`config.mk`:
```
export PLATFORM = sky130hd
export DESIGN_NAME = ufef_seq
export DESIGN_NICKNAME = d
export VERILOG_FILES = /design/src/hw/rtl/ufef_pkg.sv /design/src/hw/rtl/ufef_seq.sv
export SDC_FILE = /design/constraint.sdc
export NUM_CORES = 1
export LEC_CHECK = 0
export BUFFER_PORTS_ARGS = -buffer_cell sky130_fd_sc_hd__buf_2
export CAP_MARGIN = 30
export CORE_MARGIN = 3
export CORE_UTILIZATION = 28
export DETAILED_ROUTE_END_ITERATION = 6
export PLACE_DENSITY_LB_ADDON = 0.12
export SLEW_MARGIN = 0
export SYNTH_ARGS = -nofsm -noshare
export SYNTH_HDL_FRONTEND = slang
export SYNTH_SLANG_ARGS = --single-unit
```
`constraint.sdc`:
```
create_clock -name clk -period 3.85 [get_ports clk]
set_clock_uncertainty 0.1 [all_clocks]
set_input_delay 0.385 -clock clk [delete_from_list [all_inputs] [get_ports clk]]
set_output_delay 0.385 -clock clk [all_outputs]
set_load 0.03 [all_outputs]
```
`src/hw/rtl/ufef_pkg.sv`:
```
`timescale 1ns / 1ps
`default_nettype none

package ufef_pkg;

    // Number of nodes in the forest and the widths that follow from it.
    localparam int NODES    = 512;
    localparam int ADDR_W   = $clog2(NODES);
    localparam int IN_W     = 9;
    localparam int RANK_W   = 4;
    localparam logic [RANK_W-1:0] RANK_MAX = {RANK_W{1'b1}};

    // One memory word: the rank and the parent pointer of a node.
    typedef struct packed {
        logic [RANK_W-1:0] rank;
        logic [ADDR_W-1:0] parent;
    } node_word_t;

    // Access request from the sequencer to the node memory.
    typedef struct packed {
        logic              rd_en;
        logic [ADDR_W-1:0] rd_addr;
        logic              wr_en;
        logic [ADDR_W-1:0] wr_addr;
        node_word_t        wr_data;
    } mem_req_t;

endpackage

`default_nettype wire

```
`src/hw/rtl/ufef_seq.sv`:
```
`timescale 1ns / 1ps
`default_nettype none

// Sequencer: clearing pass, root walks, path compression and linking.
module ufef_seq (
    input  wire logic                            clk,
    input  wire logic                            rst_n,
    input  wire logic                            in_valid,
    output      logic                            in_stall,
    input  wire logic [ufef_pkg::IN_W-1:0]       node_a,
    input  wire logic [ufef_pkg::IN_W-1:0]       node_b,
    input  wire logic                            out_free,
    output      logic                            res_valid,
    output      logic                            res_joined,
    output      ufef_pkg::mem_req_t              req,
    input  wire ufef_pkg::node_word_t            rd_data
);

    localparam int AW = ufef_pkg::ADDR_W;
    localparam int RW = ufef_pkg::RANK_W;

    localparam logic [2:0] S_CLEAR   = 3'd0;
    localparam logic [2:0] S_IDLE    = 3'd1;
    localparam logic [2:0] S_UP      = 3'd2;
    localparam logic [2:0] S_CMP     = 3'd3;
    localparam logic [2:0] S_START_B = 3'd4;
    localparam logic [2:0] S_LINK    = 3'd5;
    localparam logic [2:0] S_BUMP    = 3'd6;
    localparam logic [2:0] S_DONE    = 3'd7;

    logic [2:0]    state_reg, state_next;
    logic [AW-1:0] clr_cnt_reg, clr_cnt_next;
    logic [AW-1:0] a_reg, a_next;
    logic [AW-1:0] b_reg, b_next;
    logic          phase_b_reg, phase_b_next;
    logic [AW-1:0] cur_reg, cur_next;
    logic [AW-1:0] root_reg, root_next;
    logic [RW-1:0] root_rank_reg, root_rank_next;
    logic [AW-1:0] ra_reg, ra_next;
    logic [RW-1:0] rank_a_reg, rank_a_next;
    logic [AW-1:0] hi_reg, hi_next;
    logic [RW-1:0] hi_rank_reg, hi_rank_next;
    logic          joined_reg, joined_next;

    logic          phase_end;
    logic [AW-1:0] fin_root;
    logic [RW-1:0] fin_rank;
    logic [AW-1:0] start_node;
    logic [AW-1:0] lo_node;
    logic [RW-1:0] lo_rank;
    logic          out_of_range;

    assign start_node   = phase_b_reg ? b_reg : a_reg;
    assign out_of_range = (32'(node_a) >= ufef_pkg::NODES) ||
                          (32'(node_b) >= ufef_pkg::NODES);
    assign res_joined   = joined_reg;

    always_comb
    begin
        state_next     = state_reg;
        clr_cnt_next   = clr_cnt_reg;
        a_next         = a_reg;
        b_next         = b_reg;
        phase_b_next   = phase_b_reg;
        cur_next       = cur_reg;
        root_next      = root_reg;
        root_rank_next = root_rank_reg;
        ra_next        = ra_reg;
        rank_a_next    = rank_a_reg;
        hi_next        = hi_reg;
        hi_rank_next   = hi_rank_reg;
        joined_next    = joined_reg;
        req            = '0;
        in_stall       = 1'b1;
        res_valid      = 1'b0;
        phase_end      = 1'b0;
        fin_root       = root_reg;
        fin_rank       = root_rank_reg;
        lo_node        = ra_reg;
        lo_rank        = rank_a_reg;

        case (state_reg)
            S_CLEAR:
            begin
                req.wr_en          = 1'b1;
                req.wr_addr        = clr_cnt_reg;
                req.wr_data.rank   = '0;
                req.wr_data.parent = clr_cnt_reg;
                if (clr_cnt_reg == AW'(ufef_pkg::NODES - 1))
                begin
                    state_next = S_IDLE;
                end
                else
                begin
                    clr_cnt_next = clr_cnt_reg + 1'b1;
                end
            end
            S_IDLE:
            begin
                in_stall = 1'b0;
                if (in_valid)
                begin
                    a_next       = node_a[AW-1:0];
                    b_next       = node_b[AW-1:0];
                    phase_b_next = 1'b0;
                    if (out_of_range)
                    begin
                        joined_next = 1'b0;
                        state_next  = S_DONE;
                    end
                    else
                    begin
                        req.rd_en   = 1'b1;
                        req.rd_addr = node_a[AW-1:0];
                        cur_next    = node_a[AW-1:0];
                        state_next  = S_UP;
                    end
                end
            end
            S_UP:
            begin
                if (rd_data.parent == cur_reg)
                begin
                    // The walk has reached the root; walk the path again from its start.
                    root_next      = cur_reg;
                    root_rank_next = rd_data.rank;
                    if (start_node == cur_reg)
                    begin
                        phase_end = 1'b1;
                        fin_root  = cur_reg;
                        fin_rank  = rd_data.rank;
                    end
                    else
                    begin
                        req.rd_en   = 1'b1;
                        req.rd_addr = start_node;
                        cur_next    = start_node;
                        state_next  = S_CMP;
                    end
                end
                else
                begin
                    req.rd_en   = 1'b1;
                    req.rd_addr = rd_data.parent;
                    cur_next    = rd_data.parent;
                end
            end
            S_CMP:
            begin
                // Point this node at the root, keeping its rank.
                req.wr_en          = 1'b1;
                req.wr_addr        = cur_reg;
                req.wr_data.rank   = rd_data.rank;
                req.wr_data.parent = root_reg;
                if (rd_data.parent == root_reg)
                begin
                    phase_end = 1'b1;
                end
                else
                begin
                    req.rd_en   = 1'b1;
                    req.rd_addr = rd_data.parent;
                    cur_next    = rd_data.parent;
                end
            end
            S_START_B:
            begin
                req.rd_en   = 1'b1;
                req.rd_addr = b_reg;
                cur_next    = b_reg;
                state_next  = S_UP;
            end
            S_LINK:
            begin
                if (ra_reg == root_reg)
                begin
                    joined_next = 1'b0;
                    state_next  = S_DONE;
                end
                else
                begin
                    joined_next = 1'b1;
                    if (rank_a_reg < root_rank_reg)
                    begin
                        hi_next      = root_reg;
                        hi_rank_next = root_rank_reg;
                        lo_node      = ra_reg;
                        lo_rank      = rank_a_reg;
                    end
                    else
                    begin
                        hi_next      = ra_reg;
                        hi_rank_next = rank_a_reg;
                        lo_node      = root_reg;
                        lo_rank      = root_rank_reg;
                    end
                    req.wr_en          = 1'b1;
                    req.wr_addr        = lo_node;
                    req.wr_data.rank   = lo_rank;
                    req.wr_data.parent = hi_next;
                    if ((rank_a_reg == root_rank_reg) && (rank_a_reg < ufef_pkg::RANK_MAX))
                    begin
                        state_next = S_BUMP;
                    end
                    else
                    begin
                        state_next = S_DONE;
                    end
                end
            end
            S_BUMP:
            begin
                req.wr_en          = 1'b1;
                req.wr_addr        = hi_reg;
                req.wr_data.rank   = hi_rank_reg + 1'b1;
                req.wr_data.parent = hi_reg;
                state_next         = S_DONE;
            end
            S_DONE:
            begin
                if (out_free)
                begin
                    res_valid  = 1'b1;
                    state_next = S_IDLE;
                end
            end
            default:
            begin
                state_next = S_IDLE;
            end
        endcase

        // End of one find: after the first endpoint, the spare state S_START_B keeps the
        // next read off the entry that the last compression write may be updating.
        if (phase_end)
        begin
            if (!phase_b_reg)
            begin
                ra_next      = fin_root;
                rank_a_next  = fin_rank;
                phase_b_next = 1'b1;
                state_next   = S_START_B;
            end
            else
            begin
                state_next = S_LINK;
            end
        end
    end

    always_ff @(posedge clk or negedge rst_n)
    begin
        if (!rst_n)
        begin
            state_reg   <= S_CLEAR;
            clr_cnt_reg <= '0;
            phase_b_reg <= 1'b0;
        end
        else
        begin
            state_reg   <= state_next;
            clr_cnt_reg <= clr_cnt_next;
            phase_b_reg <= phase_b_next;
        end
    end

    always_ff @(posedge clk)
    begin
        a_reg         <= a_next;
        b_reg         <= b_next;
        cur_reg       <= cur_next;
        root_reg      <= root_next;
        root_rank_reg <= root_rank_next;
        ra_reg        <= ra_next;
        rank_a_reg    <= rank_a_next;
        hi_reg        <= hi_next;
        hi_rank_reg   <= hi_rank_next;
        joined_reg    <= joined_next;
    end

endmodule

`default_nettype wire
```
==> results of run 1 <==
-- Yosys cell counts (3+ instances only) --
| master | instances | area, um^2 |
|---|---|---|
| a221o_1 | 9 | 90.1 |
| o32ai_1 | 6 | 52.6 |
| clkbuf_1 | 16 | 60.1 |
| and2_1 | 6 | 37.5 |
| nor3_1 | 5 | 25.0 |
| a21oi_1 | 12 | 60.1 |
| dfrtp_1 | 13 | 325 |
| nand3_1 | 8 | 40.0 |
| nand4_1 | 7 | 43.8 |
| nand2_1 | 20 | 75.1 |
| o41ai_1 | 6 | 52.6 |
| o21a_1 | 6 | 45.0 |
| nor4_1 | 4 | 25.0 |
| ha_1 | 9 | 113 |
| buf_1 | 4 | 15.0 |
| inv_1 | 12 | 45.0 |
| a222oi_1 | 9 | 90.1 |
| a211oi_1 | 4 | 30.0 |
| edfxtp_1 | 67 | 2010 |
| mux2_2 | 17 | 191 |
| o22a_1 | 3 | 26.3 |
| mux2i_1 | 23 | 230 |
| o21ai_0 | 22 | 110 |
| nor2_1 | 36 | 135 |
| nor2b_1 | 13 | 81.3 |
| mux2_4 | 9 | 135 |
| nand2b_1 | 5 | 31.3 |
| xnor2_1 | 37 | 324 |
| buf_2 | 3 | 15.0 |
| a22oi_1 | 18 | 135 |
| xor2_1 | 8 | 70.1 |
| a22o_1 | 11 | 96.3 |
-- worst min-delay path by stage --
stage	from	to	slack (ns)	cells after the start
finish	node_b[6]	b_reg[6]	0.11	1
global placement	rst_n	state_reg[2]	0.22	1
floorplan	rst_n	clr_cnt_reg[0]	-0.01	0
global route	node_b[8]	b_reg[8]	0.09	1
detailed placement	rst_n	state_reg[2]	0.23	1
CTS	node_b[4]	b_reg[4]	0.09	1
-- stage by stage --
stage | setup WS [ns] | total power [uW] | instances | hold slack [ns] | area, um^2
finish | 0.408 | 1900 | 751 | 0.112 | 6010
global route | 0.113 | 1970 | 751 | 0.0923 | 6010
CTS | 0.289 | 1930 | 750 | 0.0938 | 5980
detailed placement | 0.688 | 1020 | 733 | 0.228 | 5660
global placement | 0.692 | 1020 | 733 | 0.225 | 5660
floorplan | 0.711 | 980 | 446 | -0.0106 | 4990
-- per-layer routing --
| layer | GRT usage [%] | wire, um | share of wire, % | vias up |
|---|---|---|---|---|
| met1 | 22.8 | 7260 | 48 | 1980 |
| met2 | 24.3 | 6950 | 46 | 147 |
| met3 | 3.88 | 901 | 5.9 | 10 |
| li1 | - | - | - | 1863 |
| met4 | 3.04 | 111 | 0.73 | 0 |
| met5 | 0 | 0 | 0 | - |
-- repair_timing --
| action | CTS | global route |
|---|---|---|
| gates resized for setup | 0 | 0 |
| hold buffers | 1 | 0 |
| hold endpoints to repair | 13 | 0 |
-- power by group --
| group | internal (uW) | switching [uW] |
|---|---|---|
| registers | 933 | 2.82 |
| logic | 29.5 | 34.5 |
| clock network | 558 | 347 |
| total | 1520 | 385 |
-- critical path, stage by stage, from the launching register on --
cell,delay [ns]
dfrtp_1,0.70
mux2i_1,0.36
xnor2_1,0.12
nor4_2,0.36
nand3_1,0.23
nor4_4,0.47
o21ai_0,0.16
buf_2,0.20
-- cell type report --
type / count / area share, %
Multi-Input combinational cell: 328 / 41.8
Sequential cell: 80 / 38.9
Timing Repair Buffer: 90 / 8.70
Tap cell: 225 / 4.68
Clock buffer: 13 / 4.52
Inverter: 12 / 0.750
Clock inverter: 3 / 0.666
-- logic make-up after synthesis --
| kind of cell | after synthesis | share of synthesized area [%] |
|---|---|---|
| buffers and inverters | 38 | 3.31 |
| adders and majority gates | 9 | 2.26 |
| DFF | 80 | 46.8 |
| and+or+nand+nor | 114 | 12.0 |
| xor gates and xnor gates | 45 | 7.90 |
| AOI/OAI and AO/OA | 111 | 16.6 |
| muxes | 49 | 11.2 |
==> out/qor.yml, run 1 <==
drt:
  vias_per_cell: 5.33
  drc: 0
  totalWireLength_um: 15200
  via_count: 4000
  wl_per_cell_um: 20.3
  drt_iter0_drc: 318
  firstDrtPassIters: 6
  drtAntennaViolNets: 0
floorplan:
  dieArea_um2: 19500
  die_y_um: 139
  die_w_um: 139
  core_um2: 17400
  start_util_pct: 28.7
  num_io_pins: 71
  rows: 48
timing:
  tightestPinTransition_ns: 0.899
  setup_tns_ns: 0
  setup_viol: 0
  drv_slew: 0
  grt_setup_unrepaired: "no"
  finalHoldViolations: 0
  min_period_ns: 3.44
  period_share_pct: 89.4
  fmax_mhz: 291
  slew_headroom_pct: 39.8
worst_setup_path:
  cp_max_fo: 11
  crit_path_end_kind: "primary output"
  crit_path_start: "phase_b_reg"
  worstPathRequired_ns: 3.37
  startpoint_type: "flip-flop"
  critical_path_class: "flip-flop to primary output"
  r2r-start: "phase_b_reg"
  r2r_end: "ra_reg[8]"
  endpoint: "req[32]"
  worst_ep_arrival_time_ns: 2.96
  r2r_slack_ns: 0.88
  ff2ff_path_depth: 8
cells_and_area:
  nets: 565
  layout_common_cells: "70 x buf_2, 67 x edfxtp_1, 37 x xnor2_1"
  final_common_cell: "buf_2"
  seq_area_um2: 2340
  syn2layout_area_growth_pct: 20.4
  num-fill-cells: 1747
  multi_input_area_um2: 2510
  fin_util_pct: 34.6
  insertedDiodeCount: 0
  drive_above_1_share_pct: 27.0
power:
  p_leak_uw: 0.00228
  vdd_ir_drop_max_mv: 0.193
  p_per_area_nw_per_um2: 317
place:
  dp.final_hpwl_um: 10600
  placement.io_buffers: 70
  gp_congestion: 0.762
synthesis:
  syn_area_um2: 4990
  synth-edff-count: 67
  yosysSeqAreaShare_pct: 46.8
  ys_types: 46
  syn_inst: 446
  synth_nets: 490
  ys_async_sr_fraction_pct: 16.3
  ys_ff_latch: 80
  post_synth.cell_area_avg_um2: 11.2
  yosys_most_used_dff: "edfxtp_1"
  yosysWarnings: 0
global_route:
  first_global_vias: 3998
  grt_pass1_wl_um: 24000
  grt_use_total_pct: 15.8
  antenna_found_initial: 0
  grt_max_degree: 30
  gr-total-overflow: 0
clocking:
  cts_tree: "built"
  cts_buffers: 9
  clk_pin_slew_ns: 0.06
  cts_htree_levels: 3
  postCtsSetupBuffers: 0
  ctsLongestPathBuffers: 2
  clock_sinks: 80
  cts_root_buf: "clkbuf_16"
  worstSkewPairLatency_ns: 0.34
worst_hold_path:
  hold_path.class: "input pin to flip-flop"
run:
  max_cap_viol_count: 0
run_status:
  outcome: "completed"
Power figures use the tool's default switching activity.
==> run 2, diff against run 1 <==
--- a/config.mk
+++ b/config.mk
@@ -5,6 +5,7 @@
 export SDC_FILE = /design/constraint.sdc
 export NUM_CORES = 1
 export LEC_CHECK = 0
+export ABC_AREA = 1
 export BUFFER_PORTS_ARGS = -buffer_cell sky130_fd_sc_hd__buf_2
 export CAP_MARGIN = 30
 export CORE_MARGIN = 3
==> constraint.sdc (replaced) <==
create_clock -name clk -period 4.5 [get_ports clk]
set_clock_uncertainty 0.1 [all_clocks]
set_input_delay 0.45 -clock clk [delete_from_list [all_inputs] [get_ports clk]]
set_output_delay 0.45 -clock clk [all_outputs]
set_load 0.03 [all_outputs]
==> run 2 against run 1 <==
Via count grew 13%. Worst setup slack better by 0.62 ns. Non-clock buffer count fell by 9. First-iteration DRC count is 16% lower. Final cell count is 25% higher. Largest power group is now combinational cells. Largest cell class unchanged. Combinational power rose to 23 times the previous value. Global-route usage decreased by 0.23 points. Sequential cell count is the same. Highest routed layer unchanged. Synthesized area rose by 2.3%.
==> out/qor.yml, run 2 <==
run_status:
  outcome: "completed"  # unchanged
worst_setup_path:
  slowest_delay_ns: 0.76  # was 0.70 ns
  cp_max_fo: 28  # was 11
  r2r-start: "phase_b_reg"  # unchanged
  critical_path_class: "flip-flop to primary output"  # unchanged
  endpoint: "req[32]"  # unchanged
  path_common_cell: "nand2_1"
  path_cells: "inv_2, nand2_1, nand2_1, inv_1, nand2_1, nand2_1, nor2_1, nand2_1, nor2_4, nand2_4, nand2_4, a211oi_1, buf_2"  # was mux2i_1, xnor2_1, nor4_2, nand3_1, nor4_4, o21ai_0, buf_2
  worstPathRequired_ns: 3.95  # was 3.37 ns
  startpoint_type: "flip-flop"  # unchanged
  cp_slowest_cell: "dfrtp_1"  # unchanged
  ff2ff_path_depth: 13  # was 8
  r2r_end: "rank_a_reg[3]"  # was ra_reg[8]
  r2r_slack_ns: 1.48  # was 0.88 ns
  crit_path_end_kind: "primary output"  # unchanged
  crit_path_start: "phase_b_reg"  # unchanged
  worst_ep_arrival_time_ns: 2.92  # was 2.96 ns
drt:
  drt_iter0_drc: 267  # was 318
  totalWireLength_um: 15300  # was 15200 um
  wl_per_cell_um: 16.3  # was 20.3 um
  drc: 0  # unchanged
  firstDrtPassIters: 5  # was 6
  drtAntennaViolNets: 0  # unchanged
  vias_per_cell: 4.82  # was 5.33
  via_count: 4536  # was 4000
global_route:
  grt_max_degree: 29  # was 30
  first_global_vias: 4426  # was 3998
  gr-total-overflow: 0  # unchanged
  grt_use_total_pct: 15.6  # was 15.8%
  grt_pass1_wl_um: 24100  # was 24000 um
  antenna_found_initial: 0  # unchanged
cells_and_area:
  drive_above_1_share_pct: 17.2  # was 27.0%
  multi_input_area_um2: 2350  # was 2510 um^2
  insertedDiodeCount: 0  # unchanged
  num-fill-cells: 1853  # was 1747
  nets: 756  # was 565
  seq_area_um2: 2340  # unchanged
  syn2layout_area_growth_pct: 17.9  # was 20.4%
  final_common_cell: "nand2_1"  # was buf_2
  layout_common_cells: "207 x nand2_1, 75 x inv_1, 70 x buf_2"  # was 70 x buf_2, 67 x edfxtp_1, 37 x xnor2_1
synthesis:
  synth_area_leader_cell: "edfxtp_1"  # unchanged
  synth-compound-area-share_pct: 14.0  # was 16.6%
  ys_async_sr_fraction_pct: 16.3  # unchanged
  syn_inst: 640  # was 446
  synth_nets: 684  # was 490
  netlist.area_leader.share_pct: 39.4  # was 40.3%
  synth_most_common_cell: "nand2_1"  # was edfxtp_1
  synth.mux.area_fraction_pct: 0  # was 11.2%
  post_synth.cell_area_avg_um2: 7.98  # was 11.2 um^2
  synthXorXnorAreaFrac_pct: 3.77  # was 7.90%
  synth-simple-area-share_pct: 26.0  # was 12.0%
  yosysSeqAreaShare_pct: 45.8  # was 46.8%
  ys_ff_latch: 80  # unchanged
  yosys_most_used_dff: "edfxtp_1"  # unchanged
  yosysWarnings: 0  # unchanged
  syn_area_um2: 5110  # was 4990 um^2
  synth_area_leaders: "edfxtp_1 39%, nand2_1 15%, dfrtp_1 6.4%"  # was edfxtp_1 40%, dfrtp_1 6.5%, xnor2_1 6.5%
  synth-edff-count: 67  # unchanged
  synth_top_family_by_area: "simple AND/OR/NAND/NOR gates"  # was compound AO/OA/AOI/OAI gates
  ys_types: 41  # was 46
  synth_fa_ha_area_share_pct: 2.21  # was 2.26%
  ys_top_cells_by_count: "207 x nand2_1, 75 x inv_1, 67 x edfxtp_1"  # was 67 x edfxtp_1, 37 x xnor2_1, 36 x nor2_1
worst_hold_path:
  worstHoldStart: "node_b[7]"  # was node_b[6]
  hold_path.class: "input pin to flip-flop"  # unchanged
floorplan:
  rows: 48  # unchanged
  start_util_pct: 29.0  # was 28.7%
  die_y_um: 141  # was 139 um
  num_io_pins: 71  # unchanged
  dieArea_um2: 19900  # was 19500 um^2
  die_w_um: 141  # was 139 um
  core_um2: 17600  # was 17400 um^2
timing:
  setup_viol: 0  # unchanged
  min_period_ns: 3.47
  finalHoldViolations: 0  # unchanged
  drv_slew: 0  # unchanged
  slew_headroom_pct: 38.6  # was 39.8%
  fmax_mhz: 288
  setup_tns_ns: 0  # unchanged
  setup_slack_ns: 1.03  # was 0.408 ns
  period_share_pct: 77.1
  tightestPinTransition_ns: 0.915  # was 0.899 ns
  grt_setup_unrepaired: "no"  # unchanged
place:
  post-place-ws_ns: 1.33  # was 0.688 ns
  dp.final_hpwl_um: 11800  # was 10600 um
  placement.io_buffers: 70  # unchanged
  gp_congestion: 0.856  # was 0.762
clocking:
  clock_sinks: 80  # unchanged
  ctsLongestPathBuffers: 2  # unchanged
  cts_root_buf: "clkbuf_16"  # unchanged
  cts_buffers: 9  # unchanged
  clk_pin_slew_ns: 0.06  # about the same
  cts_htree_levels: 3  # unchanged
  ctsResizeCount: 0  # unchanged
  cts_tree: "built"  # unchanged
  worstSkewPairLatency_ns: 0.34  # about the same
power:
  p_per_area_nw_per_um2: 549  # was 317 nW/um^2
  p_leak_uw: 0.00274  # was 0.00228 uW
  vdd_ir_drop_max_mv: 0.270  # was 0.193 mV
run:
  max_cap_viol_count: 0  # unchanged
## run 2: changes by cell type after synthesis, sizes merged, moves of 13 or more
| cell | change |
|---|---|
| mux2i | -23 |
| nand3 | +30 |
| nand2 | +200 |
| mux2 | -26 |
| inv | +69 |
| xnor2 | -26 |
| o21ai | +30 |
| nor2b | -13 |
## run 2: power breakdown
part	internal (uW)	total (uW)	switching (uW)
logic	424	1450	1030
clock network	441	760	320
registers	971	1090	119
total	1840	3300	1470
## run 2: stage by stage
| step | instances | power [uW] | util [%] | hold slack, ns | cell area (um^2) |
|---|---|---|---|---|---|
| 2_1_floorplan | 640 | 2060 | - | 0.0544 | 5110 |
| 3_3_place_gp | 925 | 2570 | 32.4 | 0.255 | 5710 |
| 3_5_place_dp | 925 | 2570 | 32.4 | 0.257 | 5710 |
| 4_1_cts | 942 | 3350 | 34.2 | 0.163 | 6020 |
| 5_1_grt | 942 | 3530 | 34.2 | 0.164 | 6020 |
| 6_report | 942 | 3300 | 34.2 | 0.178 | 6020 |
## run 2: final cells by class
cell class	instances	share of cell area, %
Multi-Input combinational cell	457	39.0
Timing Repair Buffer	81	7.23
Clock buffer	12	4.63
Inverter	83	5.22
Tap cell	225	4.68
Sequential cell	80	38.8
Clock inverter	4	0.374
## run 2: worst min path at each step
stage,depth (start not counted),endpoint,slack [ns]
after floorplan,0,clr_cnt_reg[0],0.05
after global placement,1,phase_b_reg,0.26
after detailed placement,1,phase_b_reg,0.26
after CTS,1,b_reg[0],0.16
after global routing,1,b_reg[7],0.16
final,1,b_reg[7],0.18
## run 2: cell families (layout without fill, tap and decap cells)
family,Yosys count,count (layout)
AO/OA/AOI/OAI,113,113
XOR/XNOR,22,22
adder cells (fa/ha/maj),9,9
buffers and inverters,103,180
flip-flops,80,80
AND/OR/NAND/NOR,313,313
## run 2: what timing repair did
item / 4_1_cts / 5_1_grt
hold buffers: 1 / 0
setup endpoints to repair: 0 / 0
buffers inserted: 0 / 0
hold endpoints to repair: 13 / 0
## run 2: critical path: cells and delay by family, from the launching register on
family,cells,cell delay [ns]
buf+inv,3,0.65
compound gates,1,0.20
flops,1,0.76
simple gates,9,0.95
## run 2: layer usage
layer,GRT usage [%],vias up,wire length [um]
li1,-,2294,-
met1,22.4,2100,7680
met2,23.7,124,6550
met3,3.05,18,802
met4,4.84,0,278
met5,0,-,0
